File: src/lld_pkg.sv
// lld_pkg: constants, opcode codes and the wavefront token type shared by
// the dynamic-programming cell chain, its top level and its checker.
// No dependencies.
package lld_pkg;

   localparam int MAX_LEN     = 1024;
   localparam int SYM_W       = 8;
   localparam int VAL_W       = 11;
   localparam int LEN_W       = $clog2(MAX_LEN + 1);
   localparam int CNT_W       = $clog2(MAX_LEN + 2);
   localparam int RSP_LATENCY = MAX_LEN + 2;

   localparam logic [VAL_W-1:0] VAL_MAX = {VAL_W{1'b1}};

   typedef enum logic {
      OP_LOAD   = 1'b0,
      OP_STREAM = 1'b1
   } opcode_type;

   // One second-string symbol moving down the chain with the values the next
   // cell needs: the new value of the column to its left and the old one.
   typedef struct packed {
      logic             valid;
      logic             last;
      logic [SYM_W-1:0] symbol;
      logic [VAL_W-1:0] left;
      logic [VAL_W-1:0] diag;
   } tok_type;

endpackage

File: src/lld_cell.sv
// lld_cell: one column of the DP row. Holds one first-string symbol and the
// row value of its column, and passes the wavefront token on. Uses lld_pkg.
module lld_cell import lld_pkg::*; (
   input  logic             clock,
   input  logic             reset,
   input  logic             row_clear,
   input  logic             active,
   input  logic             sym_wr,
   input  logic [SYM_W-1:0] wr_symbol,
   input  tok_type          prev_tok,
   output tok_type          next_tok
);

   logic [SYM_W-1:0] sym_ff;
   logic [VAL_W-1:0] row_ff, row_in;
   tok_type          tok_ff, tok_in;
   logic [VAL_W-1:0] diag_inc, best, cell_val;

   always_comb begin
      // saturate so the count never wraps
      diag_inc = (prev_tok.diag == VAL_MAX) ? VAL_MAX : prev_tok.diag + VAL_W'(1);
      best     = (row_ff > prev_tok.left) ? row_ff : prev_tok.left;
      cell_val = (prev_tok.symbol == sym_ff) ? diag_inc : best;

      row_in = row_ff;
      if (row_clear) begin
         row_in = '0;
      end else if (prev_tok.valid && active) begin
         // the final symbol of a string clears the column behind it
         row_in = prev_tok.last ? '0 : cell_val;
      end

      tok_in = prev_tok;
      if (active) begin
         tok_in.left = cell_val;
         tok_in.diag = row_ff;
      end
   end

   always_ff @(posedge clock) begin
      if (reset) begin
         row_ff <= '0;
         tok_ff <= '0;
      end else begin
         row_ff <= row_in;
         tok_ff <= tok_in;
      end
   end

   always_ff @(posedge clock) begin
      if (sym_wr) begin
         sym_ff <= wr_symbol;
      end
   end

   assign next_tok = tok_ff;

endmodule

File: config.mk
export PLATFORM = sky130hd
export DESIGN_NAME = lld_cell
export DESIGN_NICKNAME = d
export VERILOG_FILES = /design/src/lld_pkg.sv /design/src/lld_cell.sv
export SDC_FILE = /design/constraint.sdc
export NUM_CORES = 1
export LEC_CHECK = 0
export BUFFER_PORTS_ARGS = -buffer_cell sky130_fd_sc_hd__buf_2
export CORE_UTILIZATION = 42
export DETAILED_ROUTE_END_ITERATION = 10
export HOLD_SLACK_MARGIN = 0.05
export PLACE_DENSITY = 0.67
export SLEW_MARGIN = 20
export SYNTH_ARGS = -nofsm -noshare
export SYNTH_HDL_FRONTEND = slang
export SYNTH_SLANG_ARGS = --single-unit
File: constraint.sdc
create_clock -name clock -period 4.2 [get_ports clock]
set_input_delay 0.21 -clock clock [delete_from_list [all_inputs] [get_ports clock]]
set_output_delay 0.21 -clock clock [all_outputs]
set_load 0.01 [all_outputs]
==> reports/qor.yml <==
cts:
  h-tree-depth: 2
  clock_sinks: 51
  cts_resized: 0
  cts_buffers: 5
  cts_buffer_depth: 2
  cts-root-buf: "clkbuf_8"
  post_cts_buffers: 0
  holdBufCountCts: 0
  cts_tree: "yes"
  cts.clk_slew.worst_paths_ns: 0.10
  clk_latency_ns: 0.31
synthesis:
  synth_edf_count: 8
  synth_flop_cell: "dfxtp_1"
  synth_cell_types: 52
  synth_seq_cells: 51
  synth_area_mm2: 0.00267
  synth_nets: 337
  ys_async_sr_fraction_pct: 0
  synthCells: 280
  syn_area_per_cell_um2: 9.54
  seq_area_frac_synth_pct: 41.2
  yosys_warnings: 0
placed_design:
  io_buffers: 76
  hpwlAfterDp_mm: 5.18
  gp_congestion: 0.880
timing:
  max_freq_mhz: 355
  finalCritPeriodShare_pct: 67.1
  finalSetupViolCount: 0
  fin_tns_setup_ns: 0
  maxSlewViolCount: 0
  hold_viol_final: 0
  skew_ns: 0.00640
  rsz0062_at_grt: "false"
  whs_ns: 0.0744
  tightest_slew_ns: 0.808
  period_minus_slack_ns: 2.82
  relSlewSlack_pct: 46.1
drt:
  routedWlPerCell_um: 16.0
  ant_nets: 0
  firstDrtPassIters: 6
  routed_wl_mm: 6.86
  via_per_inst: 5.70
  post-route-drc-count: 0
  dr.first_iter.drc_count: 162
  vias: 2440
finish:
  fill_cells: 595
  area_growth_pct: 19.2
  drive_gt1_share_pct: 28.3
  final_nets: 409
  seq_area_mm2: 0.00110
  final_common_cell: "buf_2"
  multi_input_area_mm2: 0.00145
  final_util_pct: 52.9
  final_cell_mix: "buf_2, dfxtp_1, nor2_1, nand2_1, nand3_1"
  antenna_cells: 0
grt:
  overflow: 0
  antenna_found_initial: 0
  grt_pass1_wl_mm: 11.0
  grt_max_degree: 34
  grt_pass1_vias: 2311
  grt_use_total_pct: 21.8
setup_path:
  worst_setup_path_end_kind: "flip-flop"
  r2r_end: "next_tok[17]$_SDFF_PP0_"
  critPathLaunchType: "flip-flop"
  required_ns: 4.40
  path_max_fanout: 18
  reg2reg_from: "row_ff[10]$_SDFFE_PP0P_"
  crit_path_top_delay_cell: "or3_1"
  ff2ff_path_depth: 7
  cp.arrival_ns: 3.02
  reg2reg_slack_ns: 1.38
  crit_chain: "ha_1 > nand3_1 > nor4_2 > o21bai_1 > or3_1 > o22ai_2 > a2111oi_2"
  critPathMaxStageDelay_ns: 0.67
  worstSetupPathType: "reg2reg"
pwr:
  power_density_mw_per_mm2: 300
  p_leak_nw: 1.42
  peakVddDrop_mv: 0.187
worst_hold_path:
  hold_class: "in2reg"
  hold_end: "sym_ff[2]$_DFFE_PP_"
  hold_path_depth: 1
  worstHoldStart: "wr_symbol[2]"
floorplan:
  die_h_um: 81.8
  pin_count: 77
  core.rowCount: 28
  fp.dieW_um: 81.8
  start_util_pct: 44.4
  fp.coreArea_mm2: 0.00603
  die_area_mm2: 0.00669
job:
  maxCapViolCount: 0
status:
  status: "finished clean"
[worst max path at each step]
stage                       startpoint  depth (start not counted)                 endpoint
3_5_place_dp       sym_ff[0]$_DFFE_PP_                          6  next_tok[17]$_SDFF_PP0_
2_1_floorplan   row_ff[2]$_SDFFE_PP0P_                          9   row_ff[4]$_SDFFE_PP0P_
5_1_grt        row_ff[10]$_SDFFE_PP0P_                          7  next_tok[17]$_SDFF_PP0_
4_1_cts            sym_ff[0]$_DFFE_PP_                          6  next_tok[17]$_SDFF_PP0_
6_report       row_ff[10]$_SDFFE_PP0P_                          7  next_tok[17]$_SDFF_PP0_
3_3_place_gp       sym_ff[1]$_DFFE_PP_                          6  next_tok[16]$_SDFF_PP0_
[Yosys cell counts, types with 5 or more instances]
master     count  area [um2]
xor2_1        12         105
dfxtp_1       43         861
inv_1         17        63.8
o21ai_1        5        25.0
ha_1          12         150
edfxtp_1       8         240
mux2i_1       11         110
o221ai_1       5        43.8
a31oi_1        7        43.8
nand3_1       18        90.1
a21oi_1        6        30.0
o2111ai_1      9        78.8
o211ai_1       8        60.1
nor2_1        22        82.6
clkbuf_1       5        18.8
nor2b_1       10        62.6
nand2_1       22        82.6
[per-stage QoR]
stage | setup WS [ns] | instance area, um2 | power (W) | std cells
after floorplan | 2.03 | 2670 | 0.000615 | 280
after global placement | 1.49 | 3100 | 0.000678 | 420
after detailed placement | 1.44 | 3100 | 0.000681 | 420
after CTS | 1.40 | 3190 | 0.000967 | 428
after global routing | 1.16 | 3190 | 0.00100 | 428
final | 1.38 | 3190 | 0.000956 | 428
[cell families (layout without fill, tap and decap cells)]
family	after synthesis	after routing	synth area share, %
compound gates	70	70	21.7
mux	11	11	4.12
buf+inv	29	102	4.73
fa+ha+maj	12	12	5.62
simple gates	93	93	18.0
xor+xnor	14	14	4.59
flops	51	51	41.2
[critical path: cells and delay by family (launching register included)]
family | cells | cell delay, ns
DFF | 1 | 0.37
AOI/OAI and AO/OA | 3 | 0.79
adders and majority gates | 1 | 0.37
and+or+nand+nor | 3 | 1.18
[area by class of cell]
class	instances	area share (%)
clock buffer	5	2.16
clock inverter	3	0.628
inverter	17	2.00
multi-input combinational	200	45.5
sequential	51	34.6
tap	75	2.94
timing repair buffer	77	12.2
[sequential cells by signal, summed over array words and instances (netlist names)]
signal / count
next_tok: 32
row_ff: 11
sym_ff: 8
[where the power goes]
part | leakage, nW | internal [W] | switching (W) | total, W
Clock | 0.0402 | 0.000116 | 0.000171 | 0.000287
Sequential | 0.432 | 0.000519 | 0.00000766 | 0.000527
Combinational | 0.948 | 0.0000580 | 0.0000846 | 0.000143
[layer usage]
metal  track usage, %  up-vias  routed length, um
li1                 -     1192                  -
met1             27.9     1144               2990
met2             36.4       98               3330
met3             5.22        6                469
met4             5.61        0                 72
met5                0        -                  0
Note: power is estimated with default switching activity, not from simulation.
